===== src/sv/prr_pkg.sv =====
// ----------------------------------------------------------------------------
// prr_pkg: shared types and constants for permutation rank/unrank
// Beat layouts, the pipeline work word and the factorial table.
// ----------------------------------------------------------------------------
package prr_pkg;

  localparam int NUM_ELEMENTS = 9;
  localparam int NIB_W        = 4;
  localparam int PERM_W       = 36;
  localparam int RANK_W       = 19;
  localparam int POS_W        = 4;
  localparam int CNT_W        = 4;
  localparam int PROD_W       = RANK_W + CNT_W;
  localparam int IDX_W        = 6;

  localparam logic OP_RANK   = 1'b0;
  localparam logic OP_UNRANK = 1'b1;

  typedef struct packed {
    logic              opcode;
    logic [PERM_W-1:0] perm_in;
    logic [RANK_W-1:0] rank_in;
  } req_t;

  typedef struct packed {
    logic [RANK_W-1:0] rank_out;
    logic [PERM_W-1:0] perm_out;
    logic              range_error;
  } rsp_t;

  typedef struct packed {
    logic                    opcode;
    logic                    err;
    logic [PERM_W-1:0]       perm;
    logic [RANK_W-1:0]       sum;
    logic [RANK_W-1:0]       rem;
    logic [NUM_ELEMENTS-1:0] used;
    logic [PERM_W-1:0]       packed_perm;
  } work_t;

  function automatic logic [RANK_W-1:0] fact(input logic [POS_W:0] k);
    logic [RANK_W-1:0] f;
    case (k)
      5'd0:    f = 19'd1;
      5'd1:    f = 19'd1;
      5'd2:    f = 19'd2;
      5'd3:    f = 19'd6;
      5'd4:    f = 19'd24;
      5'd5:    f = 19'd120;
      5'd6:    f = 19'd720;
      5'd7:    f = 19'd5040;
      5'd8:    f = 19'd40320;
      5'd9:    f = 19'd362880;
      default: f = '0;
    endcase
    return f;
  endfunction

endpackage


===== src/sv/prr_out.sv =====
// ----------------------------------------------------------------------------
// prr_out: result register
// Selects the fields that the opcode keeps and holds the response beat.
// ----------------------------------------------------------------------------
module prr_out (
  input  logic            clk,
  input  logic            rst,
  input  logic            up_valid,
  input  prr_pkg::work_t  up_data,
  output logic            up_ready,
  output logic            rsp_valid,
  output prr_pkg::rsp_t   rsp_data,
  input  logic            rsp_stall
);

  prr_pkg::rsp_t rsp_next;
  logic          is_unrank;

  assign up_ready  = !rsp_valid || !rsp_stall;
  assign is_unrank = (up_data.opcode == prr_pkg::OP_UNRANK);

  always_comb begin
    rsp_next.rank_out    = is_unrank ? '0 : up_data.sum;
    rsp_next.perm_out    = (is_unrank && !up_data.err) ? up_data.packed_perm : '0;
    rsp_next.range_error = is_unrank && up_data.err;
  end

  always_ff @(posedge clk) begin
    if (rst) begin
      rsp_valid <= 1'b0;
    end else if (up_ready) begin
      rsp_valid <= up_valid;
    end
  end

  always_ff @(posedge clk) begin
    if (up_ready && up_valid) begin
      rsp_data <= rsp_next;
    end
  end

endmodule


===== config.mk =====
export PLATFORM = sky130hd
export DESIGN_NAME = prr_out
export DESIGN_NICKNAME = d
export VERILOG_FILES = /design/src/sv/prr_pkg.sv /design/src/sv/prr_out.sv
export SDC_FILE = /design/constraint.sdc
export NUM_CORES = 1
export LEC_CHECK = 0
export BUFFER_PORTS_ARGS = -buffer_cell sky130_fd_sc_hd__buf_4
export CAP_MARGIN = 40
export CORE_UTILIZATION = 38
export DETAILED_ROUTE_END_ITERATION = 8
export GPL_TIMING_DRIVEN = 0
export PLACE_DENSITY = 0.8
export SLEW_MARGIN = 20
export SYNTH_ARGS = -nofsm -noshare
export SYNTH_HDL_FRONTEND = slang
export SYNTH_SLANG_ARGS = --single-unit
export TNS_END_PERCENT = 100

===== constraint.sdc =====
create_clock -name clk -period 3.06 [get_ports clk]
set_input_delay 0.612 -clock clk [delete_from_list [all_inputs] [get_ports clk]]
set_output_delay 0.612 -clock clk [all_outputs]
set_load 0.005 [all_outputs]

==> flow_metrics.py <==
metrics = {
    "status": {
        "status": "complete, no violations",
    },
    "cts": {
        "cts_buffers": 9,
        "post-cts-setup-buffers": 0,
        "cts_resized": 0,
        "htree_levels": 3,
        "root_buffer": "clkbuf_8",
        "cts_tree": "built",
        "clkLatencyLatePin_ns": 0.31,
        "cts.hold.buffers_added": 0,
        "clk_pin_slew_worst_paths_ns": 0.06,
        "clkSinkCount": 57,
        "cts_buffer_depth": 2,
    },
    "placement": {
        "place.gp.congestion": 0.681,
        "io_buffers": 118,
        "dp.final_hpwl_mm": 3.21,
        "pre_cts_ws_ns": 1.23,
    },
    "min_path": {
        "hold_end": "rsp_valid",
        "min_from": "rst",
        "hp-class": "in -> reg",
        "timing.hold.worst_path_depth": 2,
    },
    "drt": {
        "drt_iter0_drc": 71,
        "ant_nets": 0,
        "vias": 1421,
        "routed_wl_mm": 4.43,
        "avgViaCountPerCell": 4.32,
        "drcViolationCount": 0,
        "drt_first_pass_iters": 4,
        "wire_per_inst_um": 13.5,
    },
    "die": {
        "io_pins": 183,
        "die_h_um": 77.4,
        "start_util_pct": 39.2,
        "core_area_um2": 5510,
        "fp.dieArea_um2": 5990,
        "die_w_um": 77.4,
        "rows": 27,
    },
    "timing": {
        "hold_viol_final": 0,
        "period_needed_ns": 1.52,
        "final.setup.worst_slack_ns": 1.54,
        "max_freq_ghz": 0.659,
        "setup-tns-final_ns": 0,
        "clock_skew_ns": 0.00685,
        "tightestPinTransition_ns": 0.709,
        "min_period_over_period_pct": 49.6,
        "relSlewSlack_pct": 52.8,
        "drv_slew": 0,
        "setup_violations": 0,
        "rsz0062_at_grt": "false",
    },
    "setup_path": {
        "crit_path_start": "rsp_stall",
        "r2r_cells": 2,
        "path_max_fanout": 2,
        "crit_type": "in -> out",
        "cp.required_ns": 2.45,
        "r2r-end": "rsp_data[2]",
        "cp.arrival_ns": 0.91,
        "critPathCaptureType": "primary output",
        "ff2ff_setup_slack_ns": 1.65,
        "r2r-start": "rsp_valid",
        "worst_setup_path_start_kind": "input pin",
    },
    "layout": {
        "antennaDiodeCount": 0,
        "regArea_um2": 1700,
        "fin_nets": 377,
        "drive_gt1_share_pct": 63.0,
        "syn2layout_area_growth_pct": 55.0,
        "final.fill_count": 453,
        "multi_input_area_um2": 419,
    },
    "power_and_ir_drop": {
        "vdd_drop_max_mv": 0.391,
        "leakagePower_nw": 1.46,
        "power_density_nw_per_um2": 554,
    },
    "logic_synthesis": {
        "ys_warn_count": 0,
        "synth-seq-area-share_pct": 78.8,
        "synth_seq_cells": 57,
        "synth_compound_area_share_pct": 0.232,
        "synth_top_family_by_area": "simple AND/OR/NAND/NOR gates",
        "netlist_area_um2": 2160,
        "synth.net_count": 248,
        "avgSynthCellArea_um2": 17.6,
        "synthAdderAreaFrac_pct": 0,
        "synthXorXnorAreaFrac_pct": 0,
        "synth.distinct_cells": 12,
        "synth_mux_area_share_pct": 0,
        "synth_cells": 123,
        "synth-simple-area-share_pct": 19.1,
    },
    "flow_run": {
        "drv_cap": 0,
    },
    "global_routing": {
        "gr-total-overflow": 0,
        "grt_pass1_wl_mm": 6.84,
        "grt_pass1_vias": 1392,
        "track_usage_pct": 15.8,
        "antenna_found_initial": 0,
        "grt_max_degree": 57,
    },
}
[state kept, by name, summed over array words and instances (netlist names)]
register,count
rsp_data,56
rsp_valid,1
[cell usage after synthesis]
| cell | count | area [um^2] |
|---|---|---|
| edfxtp_1 | 56 | 1680 |
| and2_2 | 25 | 188 |
| nor2b_1 | 17 | 106 |
| and2_1 | 13 | 81.3 |
| buf_6 | 3 | 33.8 |
| and2b_1 | 2 | 15.0 |
| clkbuf_1 | 2 | 7.51 |
| a21oi_1 | 1 | 5.00 |
| dfxtp_1 | 1 | 20.0 |
| nand2_1 | 1 | 3.75 |
| nor2_1 | 1 | 3.75 |
| nor2b_4 | 1 | 13.8 |
[layout make-up]
type / instances / share of cell area (%)
Sequential cell: 57 / 50.8
Clock buffer: 10 / 3.81
Buffer: 5 / 1.23
Tap cell: 72 / 2.69
Multi-Input combinational cell: 61 / 12.5
Timing Repair Buffer: 118 / 26.5
Clock inverter: 6 / 2.47
[routing by layer]
metal,global-route usage [%],wire (um)
met5,0,0
met1,18.1,1730
met2,25.6,2310
met3,5.88,368
met4,8.49,29
[how the worst max path moves through the flow]
stage	endpoint	slack, ns	cells past startpoint
floorplan	rsp_data[0]	0.60	2
global placement	rsp_data[3]	0.04	3
detailed placement	rsp_data[28]	1.23	3
CTS	up_ready	1.54	3
global route	rsp_data[28]	1.49	3
finish	up_ready	1.54	3
[logic make-up (layout without fill, tap and decap cells)]
group / after synthesis / count (layout)
AO/OA/AOI/OAI: 1 / 1
buffers and inverters: 5 / 139
AND/OR/NAND/NOR: 60 / 60
flip-flops: 57 / 57
[stage by stage]
step	utilization, %	power, mW	cell area [um^2]	cells	hold WS [ns]
2_1_floorplan	-	1.00	2160	123	0.497
3_3_place_gp	56.9	1.14	3140	313	0.507
3_5_place_dp	57.0	1.15	3140	313	0.512
4_1_cts	60.8	1.88	3350	329	0.433
5_1_grt	60.8	1.94	3350	329	0.440
6_report	60.8	1.86	3350	329	0.455
[power by group]
part | switching [mW] | total, mW | internal, mW
Combinational | 0.0689 | 0.196 | 0.127
Clock | 0.277 | 0.732 | 0.454
Sequential | 0.0140 | 0.929 | 0.915
Total | 0.360 | 1.86 | 1.50
[worst max-delay path, cell delays in order]
cell and delay, ns:
buf_4 0.11, nand2_1 0.07, buf_4 0.11
[placed cells by master (no fill, tap or decap), drive strengths merged]
| cell type | count |
|---|---|
| and2 | 38 |
| nor2 | 1 |
| bufinv | 2 |
| clkinv | 4 |
| buf | 121 |
| clkbuf | 12 |
| a21oi | 1 |
| and2b | 2 |
| edfxtp | 56 |
| nand2 | 1 |
| dfxtp | 1 |
| nor2b | 18 |
Note: power is estimated with default switching activity, not from simulation.
