===== config.mk =====
export PLATFORM = sky130hd
export DESIGN_NAME = prr_stage
export DESIGN_NICKNAME = d
export VERILOG_FILES = /design/src/sv/prr_pkg.sv /design/src/sv/prr_stage.sv
export SDC_FILE = /design/constraint.sdc
export NUM_CORES = 1
export LEC_CHECK = 0
export ABC_AREA = 1
export BUFFER_PORTS_ARGS = -buffer_cell sky130_fd_sc_hd__clkbuf_2
export CORE_ASPECT_RATIO = 1.1
export CORE_UTILIZATION = 30
export CTS_CLUSTER_SIZE = 14
export DETAILED_ROUTE_END_ITERATION = 6
export PLACE_DENSITY_LB_ADDON = 0.2
export SLEW_MARGIN = 20
export SYNTH_ARGS = -nofsm -noshare
export SYNTH_HDL_FRONTEND = slang
export SYNTH_SLANG_ARGS = --single-unit

===== constraint.sdc =====
create_clock -name clk -period 14.3 [get_ports clk]
set_input_delay 2.86 -clock clk [delete_from_list [all_inputs] [get_ports clk]]
set_output_delay 2.86 -clock clk [all_outputs]
set_load 0.02 [all_outputs]

===== src/sv/prr_pkg.sv =====
// ----------------------------------------------------------------------------
// prr_pkg: shared types and constants for permutation rank/unrank
// Beat layouts, the pipeline work word and the factorial table.
// ----------------------------------------------------------------------------
package prr_pkg;

  localparam int NUM_ELEMENTS = 9;
  localparam int NIB_W        = 4;
  localparam int PERM_W       = 36;
  localparam int RANK_W       = 19;
  localparam int POS_W        = 4;
  localparam int CNT_W        = 4;
  localparam int PROD_W       = RANK_W + CNT_W;
  localparam int IDX_W        = 6;

  localparam logic OP_RANK   = 1'b0;
  localparam logic OP_UNRANK = 1'b1;

  typedef struct packed {
    logic              opcode;
    logic [PERM_W-1:0] perm_in;
    logic [RANK_W-1:0] rank_in;
  } req_t;

  typedef struct packed {
    logic [RANK_W-1:0] rank_out;
    logic [PERM_W-1:0] perm_out;
    logic              range_error;
  } rsp_t;

  typedef struct packed {
    logic                    opcode;
    logic                    err;
    logic [PERM_W-1:0]       perm;
    logic [RANK_W-1:0]       sum;
    logic [RANK_W-1:0]       rem;
    logic [NUM_ELEMENTS-1:0] used;
    logic [PERM_W-1:0]       packed_perm;
  } work_t;

  function automatic logic [RANK_W-1:0] fact(input logic [POS_W:0] k);
    logic [RANK_W-1:0] f;
    case (k)
      5'd0:    f = 19'd1;
      5'd1:    f = 19'd1;
      5'd2:    f = 19'd2;
      5'd3:    f = 19'd6;
      5'd4:    f = 19'd24;
      5'd5:    f = 19'd120;
      5'd6:    f = 19'd720;
      5'd7:    f = 19'd5040;
      5'd8:    f = 19'd40320;
      5'd9:    f = 19'd362880;
      default: f = '0;
    endcase
    return f;
  endfunction

endpackage


===== src/sv/prr_stage.sv =====
// ----------------------------------------------------------------------------
// prr_stage: one position of the rank/unrank pipeline
// Adds the weighted smaller-later count for rank and picks the next unused
// element by factorial quotient for unrank, then registers the work word.
// ----------------------------------------------------------------------------
module prr_stage (
  input  logic                          clk,
  input  logic                          rst,
  input  logic [prr_pkg::POS_W-1:0]     pos,
  input  logic                          up_valid,
  input  prr_pkg::work_t                up_data,
  output logic                          up_ready,
  output logic                          dn_valid,
  output prr_pkg::work_t                dn_data,
  input  logic                          dn_ready
);

  prr_pkg::work_t                       data_next;
  logic [prr_pkg::IDX_W-1:0]            idx;
  logic [prr_pkg::NIB_W-1:0]            here;
  logic [prr_pkg::CNT_W-1:0]            cnt;
  logic [prr_pkg::RANK_W-1:0]           w;
  logic [prr_pkg::PROD_W-1:0]           prod;
  logic [prr_pkg::PROD_W-1:0]           pick_w;
  logic [prr_pkg::PROD_W-1:0]           rem_ext;
  logic [prr_pkg::CNT_W-1:0]            pick;
  logic [prr_pkg::CNT_W-1:0]            seen;
  logic [prr_pkg::POS_W-1:0]            chosen;
  logic                                 done;
  logic [prr_pkg::NUM_ELEMENTS-1:0]     unused;

  assign up_ready = !dn_valid || dn_ready;
  assign idx      = {2'b00, pos} << 2;
  assign here     = up_data.perm[idx +: prr_pkg::NIB_W];
  assign w        = prr_pkg::fact({1'b0, prr_pkg::POS_W'(prr_pkg::NUM_ELEMENTS - 1)} -
                                  {1'b0, pos});
  assign rem_ext  = prr_pkg::PROD_W'(up_data.rem);
  assign unused   = ~up_data.used;

  always_comb begin
    cnt = '0;
    for (int j = 0; j < prr_pkg::NUM_ELEMENTS; j++) begin
      if (prr_pkg::POS_W'(j) > pos &&
          up_data.perm[j*prr_pkg::NIB_W +: prr_pkg::NIB_W] < here) begin
        cnt = cnt + 1'b1;
      end
    end
  end

  assign prod = prr_pkg::PROD_W'(cnt) * prr_pkg::PROD_W'(w);

  always_comb begin
    pick = '0;
    for (int k = 1; k < prr_pkg::NUM_ELEMENTS; k++) begin
      if (rem_ext >= prr_pkg::PROD_W'(k) * prr_pkg::PROD_W'(w)) begin
        pick = pick + 1'b1;
      end
    end
  end

  assign pick_w = prr_pkg::PROD_W'(pick) * prr_pkg::PROD_W'(w);

  always_comb begin
    chosen = '0;
    seen   = '0;
    done   = 1'b0;
    for (int e = 0; e < prr_pkg::NUM_ELEMENTS; e++) begin
      if (!done && unused[e]) begin
        chosen = prr_pkg::POS_W'(e);
        if (seen == pick) begin
          done = 1'b1;
        end else begin
          seen = seen + 1'b1;
        end
      end
    end
  end

  always_comb begin
    data_next      = up_data;
    data_next.sum  = up_data.sum + prod[prr_pkg::RANK_W-1:0];
    data_next.rem  = up_data.rem - pick_w[prr_pkg::RANK_W-1:0];
    data_next.used = up_data.used |
                     (prr_pkg::NUM_ELEMENTS'(1) << chosen);
    data_next.packed_perm[idx +: prr_pkg::NIB_W] = prr_pkg::NIB_W'(chosen);
  end

  always_ff @(posedge clk) begin
    if (rst) begin
      dn_valid <= 1'b0;
    end else if (up_ready) begin
      dn_valid <= up_valid;
    end
  end

  always_ff @(posedge clk) begin
    if (up_ready && up_valid) begin
      dn_data <= data_next;
    end
  end

endmodule


==> results of run 1 <==
==> worst max path at each step <==
stage / startpoint / end / slack, ps / cells after the start
global placement: pos[0] / dn_data[11] / -150 / 81
CTS: pos[0] / dn_data[33] / 70 / 83
floorplan: pos[0] / dn_data[18] / 7 / 79
global route: pos[0] / dn_data[62] / -80 / 71
detailed placement: pos[0] / dn_data[33] / -350 / 83
finish: pos[0] / dn_data[41] / 680 / 85
==> cell families (layout without fill, tap and decap cells) <==
kind of cell	count (synthesis)	after routing	share of synthesized area
other cells	0	1	0
mux	1	1	0.000661
simple gates	780	782	0.230
flops	122	122	0.214
fa+ha+maj	373	373	0.314
buf+inv	338	839	0.0807
xor+xnor	89	89	0.0477
compound gates	327	327	0.113
==> power breakdown <==
group / internal [mW] / switching (mW)
clock: 0.281 / 0.181
combinational: 0.867 / 1.29
sequential: 0.476 / 0.0171
==> tightest hold or removal path: cells and delay by family (launching register included) <==
family	cells	cell delay, ps
simple gates	1	100
compound gates	1	70
flops	1	350
==> what timing repair did <==
action | CTS | global route
endpoints found under the hold margin | 0 | 0
setup buffers | 0 | 18
setup endpoints to repair | 0 | 52
gates resized for setup | 0 | 89
hold buffers | 0 | 0
==> per-layer routing <==
layer	up-vias	global-route usage
li1	7852	-
met3	65	0.0258
met5	-	0
met2	357	0.328
met1	7416	0.240
met4	10	0.0509
==> cell usage after synthesis (3+ instances only) <==
| cell | instances | share of area |
|---|---|---|
| a21oi_1 | 137 | 0.040 |
| xor2_1 | 55 | 0.028 |
| nand3_1 | 100 | 0.029 |
| nand4_1 | 37 | 0.014 |
| o31ai_1 | 3 | 0.0013 |
| o21a_1 | 12 | 0.0053 |
| or2_1 | 3 | 0.0011 |
| clkbuf_1 | 10 | 0.0022 |
| o22ai_1 | 4 | 0.0015 |
| nor3_1 | 18 | 0.0053 |
| nor4_1 | 12 | 0.0044 |
| o311ai_0 | 3 | 0.0015 |
| clkinv_1 | 6 | 0.0013 |
| a2111oi_0 | 5 | 0.0026 |
| nand3b_1 | 3 | 0.0013 |
| inv_2 | 11 | 0.0024 |
| xnor2_1 | 31 | 0.016 |
| and2_1 | 3 | 0.0011 |
| edfxtp_1 | 121 | 0.21 |
| o21ai_0 | 76 | 0.022 |
| nor2_1 | 146 | 0.032 |
| o21ai_2 | 3 | 0.0015 |
| nor2_2 | 11 | 0.0040 |
| nand2_2 | 44 | 0.016 |
| a211oi_1 | 8 | 0.0035 |
| o2111ai_1 | 3 | 0.0015 |
| nor2_4 | 9 | 0.0059 |
| nand2_4 | 18 | 0.012 |
| ha_1 | 281 | 0.21 |
| nand2_1 | 330 | 0.073 |
| o21ai_1 | 13 | 0.0038 |
| fa_1 | 92 | 0.11 |
| buf_6 | 4 | 0.0026 |
| nand3_2 | 25 | 0.015 |
| o21bai_1 | 21 | 0.0092 |
| a31oi_1 | 7 | 0.0026 |
| or2_2 | 7 | 0.0026 |
| o211ai_1 | 9 | 0.0040 |
| inv_1 | 297 | 0.065 |
| nand3_4 | 6 | 0.0062 |
| a21o_1 | 8 | 0.0035 |
==> flip-flops by register name (all words and copies together), names as in the netlist <==
signal and flops:
dn_data 121, dn_valid 1
==> final cells by class <==
class,instances,area (sq um),share of cell area
multi-input combinational,1572,12500,0.569
sequential,122,3650,0.166
timing repair buffer,491,3080,0.140
inverter,316,1210,0.0549
tap,744,931,0.0423
clock buffer,19,443,0.0201
clock inverter,13,166,0.00756
antenna,1,2.50,0.000114
==> metrics by stage <==
step | hold WS, ps | setup WS (ps)
floorplan | 705 | 6.99
global placement | 530 | -150
detailed placement | 557 | -347
CTS | 563 | 66.4
global route | 584 | -80.3
finish | 559 | 684
==> layout by cell type (no fill, tap or decap), types with 18 or more instances in the layout <==
master    instances
nand2_4          24
nand4_1          37
buf_4           237
nand3_2          31
nor2_1          139
xor2_1           54
o21ai_0          70
nand2_1         318
a21oi_1         124
o21bai_1         21
clkbuf_2        250
nand3_1          94
inv_1           288
xnor2_1          31
fa_1             91
ha_1            266
edfxtp_1        121
inv_2            18
nand2_2          52
==> flow_summary.yaml, run 1 <==
run_status:
  status: "complete, but fails checks"
  violations: "design-rule violations"
sta:
  hold_viol: 0
  period_needed_ps: 13620
  fin_skew_ps: 10.9
  tns_ps: 0
  fmax_mhz: 73.4
  relSlewSlack: 0.296
  maxSlewViolCount: 0
  period_share: 0.952
  worstMarginPinSlew_ps: 1040
  setup_viol: 0
power_and_ir_drop:
  p_per_area_nw_per_um2: 141
  power.total_mw: 3.11
  peakVddDrop_uv: 116
  leakage_nw: 10.6
global_route:
  grt-ovfl-total: 0
  grt_start_max_net_pins: 72
  grtUsageTotal: 0.187
  antenna_found_initial: 6
  grt_first_pass_wirelength_mm: 85.1
  grt_pass1_vias: 15600
setup_path:
  worstSetupEndpointType: "flop"
  crit_type: "input pin to flop"
  r2r_slack_ps: 11970
  critPathMaxStageDelay_ps: 320
  crit_fanout: 9
  crit_top_cell: "nand2_2"
  r2r_start: "dn_valid"
  slowest_stage: "ha_1"
  start_kind: "input pin"
  r2r_cells: 3
  cpLargestDelayFamily: "simple AND/OR/NAND/NOR gates"
  crit_buf_inv: 14
  required_ps: 14590
  timing.rr.end: "dn_data[70]"
  worstPathArrival_ps: 13900
yosys:
  syn_area_sq_um: 17000
  async_flop_share: 0
  synthDistinctLibCells: 71
  synth-edff-count: 121
  ys_ff_latch: 122
  syn_avg_cell_area_sq_um: 8.40
  syn-instance-count: 2030
  ys.flop_type: "edfxtp_1"
  synth_nets: 2532
  ys_seq_area_frac: 0.214
  yosysWarnings: 0
floorplan:
  io_pins: 252
  die_w_microns: 229
  die_h_microns: 252
  dieArea_sq_um: 57800
  start_util: 0.304
  num_rows: 91
  core_area_sq_um: 56100
clock_tree:
  clk_pin_slew_ps: 60
  clockBufferDepth: 2
  htreeDepth: 4
  cts.sinks: 122
  clock_latency_ps: 440
  cts_buffers: 17
  root_buffer: "clkbuf_16"
  cts_tree: "done"
place:
  gp_congestion: 0.929
  placed_cell_area_sq_um: 20800
  numPlacedInstances: 3225
  portBuffers: 251
  dp_hpwl_mm: 45.9
layout:
  utilization: 0.392
  drive_above_1_share: 0.298
  area_growth_pct: 29.2
  nFillCells: 5775
  fin_cells: 3278
  fin_area_sq_um: 22000
  final_nets: 3022
worst_hold_path:
  min_to: "dn_valid"
  hold_path.class: "flop to flop"
  hold_start: "dn_valid"
  hold-path-cell-count: 2
detailed_routing:
  met2_length_mm: 27.0
  first_iter_violations: 774
  top_layer_used: "met5"
  m1WireLength_mm: 24.4
  wl_mm: 54.7
  drcViolationCount: 1
  first_pass_iters: 7
  met3_length_mm: 2.21
  antenna_left: 0
  route.vias.total: 15700
  post_drt_wl_per_cell_microns: 16.7
  viasPerCell: 4.79
job:
  cap_viol_max_count: 0
Note: power is estimated with default switching activity, not from simulation.
==> inputs of run 2 (changes only) <==
--- a/config.mk
+++ b/config.mk
@@ -8,10 +8,11 @@
 export ABC_AREA = 1
 export BUFFER_PORTS_ARGS = -buffer_cell sky130_fd_sc_hd__clkbuf_2
 export CORE_ASPECT_RATIO = 1.1
-export CORE_UTILIZATION = 30
+export CORE_UTILIZATION = 54
 export CTS_CLUSTER_SIZE = 14
 export DETAILED_ROUTE_END_ITERATION = 6
 export PLACE_DENSITY_LB_ADDON = 0.2
+export RECOVER_POWER = 100
 export SLEW_MARGIN = 20
 export SYNTH_ARGS = -nofsm -noshare
 export SYNTH_HDL_FRONTEND = slang
==> flow_summary.yaml, run 2 (synthesis gave the netlist of run 1 again) <==
run_status:
  status: "complete, but fails checks"
  violations: "max-capacitance violations, max-slew violations"
setup_path:
  crit_start: "pos[1]"
  r2r_cells: 3
  crit_fanout: 7
  required_ps: 14460
  critical_path.endpoint: "dn_data[31]"
  crit_top_cell: "nand2_1"
  slowest_stage: "ha_1"
  timing.rr.end: "dn_data[67]"
  r2r_start: "dn_valid"
  start_kind: "input pin"
  r2r_slack_ps: 8460
  worstSetupEndpointType: "flop"
  critPathMaxStageDelay_ps: 320
  crit_type: "input pin to flop"
  worstPathArrival_ps: 13940
job:
  cap_viol_max_count: 2
layout:
  utilization: 0.684
  largest_reg_flops: 121
  final_common_cell: "nand2_1"
  final_nets: 2965
  fin_cells: 2891
  drive_above_1_share: 0.225
  top_register: "dn_data"
  mostFrequentLayoutCells: "nand2_1 (318), inv_1 (285), ha_1 (265), buf_4 (171), clkbuf_1 (164)"
  largestRegisters: "dn_data x121, dn_valid x1"
  area_growth_pct: 23.4
sta:
  relSlewSlack: -1.65
  hold_viol: 0
  maxSlewViolCount: 124
  fmax_mhz: 72.6
  fin_skew_ps: 12.5
  setup_viol: 0
  period_needed_ps: 13780
  period_share: 0.964
  worstMarginPinSlew_ps: 3980
  rsz0062_at_grt: "yes"
detailed_routing:
  viasPerCell: 5.52
  first_iter_violations: 1133
  post_drt_wl_per_cell_microns: 17.3
  drcViolationCount: 0
  first_pass_iters: 5
  route.vias.total: 15900
  antenna_left: 0
  wl_mm: 50.1
power_and_ir_drop:
  leakage_nw: 9.84
  sw_frac_of_total: 0.496
  power_switching_mw: 1.48
  clkPwrFrac: 0.139
  peakVddDrop_uv: 133
  power_frac_comb: 0.695
  p_seq_frac: 0.165
  p_per_area_nw_per_um2: 141
  p_int_mw: 1.50
global_route:
  grt-ovfl-total: 0
  grt_start_max_net_pins: 75
  grt_first_pass_wirelength_mm: 78.2
  grt_pass1_vias: 15500
  grtUsageTotal: 0.311
  antenna_found_initial: 1
floorplan:
  core_area_sq_um: 30800
  die_w_microns: 171
  io_pins: 252
  start_util: 0.554
  num_rows: 67
  die_h_microns: 188
  dieArea_sq_um: 32300
clock_tree:
  ctsHoldBuffers: 0
  htreeDepth: 4
  root_buffer: "clkbuf_16"
  clock_latency_ps: 440
  cts.sinks: 122
  clockBufferDepth: 2
  cts_buffers: 17
  cts_tree: "done"
  clk_pin_slew_ps: 60
place:
  numPlacedInstances: 2812
  dp_hpwl_mm: 40.4
  portBuffers: 251
  gp_congestion: 0.939
worst_hold_path:
  hold_path.class: "flop to flop"
## run 2: cell types whose count changed in the layout (fill, tap and decap cells not counted), moves of 3 or more
cell | previous run | this run
clkbuf_1 | 1 | 164
inv_1 | 288 | 285
o21ai_0 | 70 | 67
clkinvlp_4 | 3 | 7
buf_4 | 237 | 171
a21oi_2 | 11 | 17
a21oi_1 | 124 | 118
o21ai_1 | 14 | 18
inv_6 | 4 | 1
clkbuf_2 | 250 | 90
buf_6 | 3 | 8
## run 2: timing repair
item	CTS	global route
gates resized for setup	4	122
buffers inserted	1	41
hold endpoints to repair	0	0
pin swaps	2	60
endpoints found under the setup margin	15	54
cloned	2	2
## run 2: through the flow
stage	worst slack [ps]	power, mW	instance area, sq um	hold slack (ps)	setup TNS [ps]
3_5_place_dp	-471	2.38	19800	541	-17320
3_3_place_gp	15.6	2.33	19800	520	0
2_1_floorplan	6.99	1.88	17200	705	0
5_1_grt	-199	3.21	21000	571	-6290
4_1_cts	1.51	2.83	20400	550	0
6_report	518	2.98	21000	557	0
## run 2: worst max-delay path, delay by kind of cell
kind / cells / cell delay (ps)
buf+inv: 14 / 1280
fa+ha+maj: 11 / 2670
xor+xnor: 3 / 440
compound gates: 3 / 650
simple gates: 53 / 6040
## run 2: final cells by class
type | count | area, sq um
Antenna cell | 1 | 2.50
Timing Repair Buffer | 432 | 2450
Multi-Input combinational cell | 1574 | 12700
Clock buffer | 20 | 437
Tap cell | 414 | 518
Clock inverter | 12 | 101
Inverter | 316 | 1220
Fill cell | 2635 | 9720
Sequential cell | 122 | 3650
## run 2: power groups by stage
stage / clock [mW] / sequential [mW] / combinational (mW)
finish: 0.415 / 0.492 / 2.07
CTS: 0.420 / 0.491 / 1.92
global route: 0.431 / 0.497 / 2.28
detailed placement: 0 / 0.498 / 1.89
global placement: 0 / 0.496 / 1.83
floorplan: 0 / 0.569 / 1.31
## run 2: worst min-delay path by stage
stage                         from        to  slack, ps  cells after the start
after floorplan           dn_valid  dn_valid        710                      2
after global placement    dn_valid  dn_valid        520                      2
after detailed placement  dn_valid  dn_valid        540                      2
after CTS                 dn_valid  dn_valid        550                      2
after global routing      dn_valid  dn_valid        570                      2
final                     dn_valid  dn_valid        560                      2
## run 2: per-layer routing
| metal | share of wire | vias up | track usage |
|---|---|---|---|
| met1 | 0.42 | 7530 | 0.387 |
| met4 | 0.037 | 0 | 0.127 |
| met5 | 0 | - | 0 |
| met3 | 0.052 | 100 | 0.0315 |
| met2 | 0.49 | 571 | 0.545 |
| li1 | - | 7747 | - |
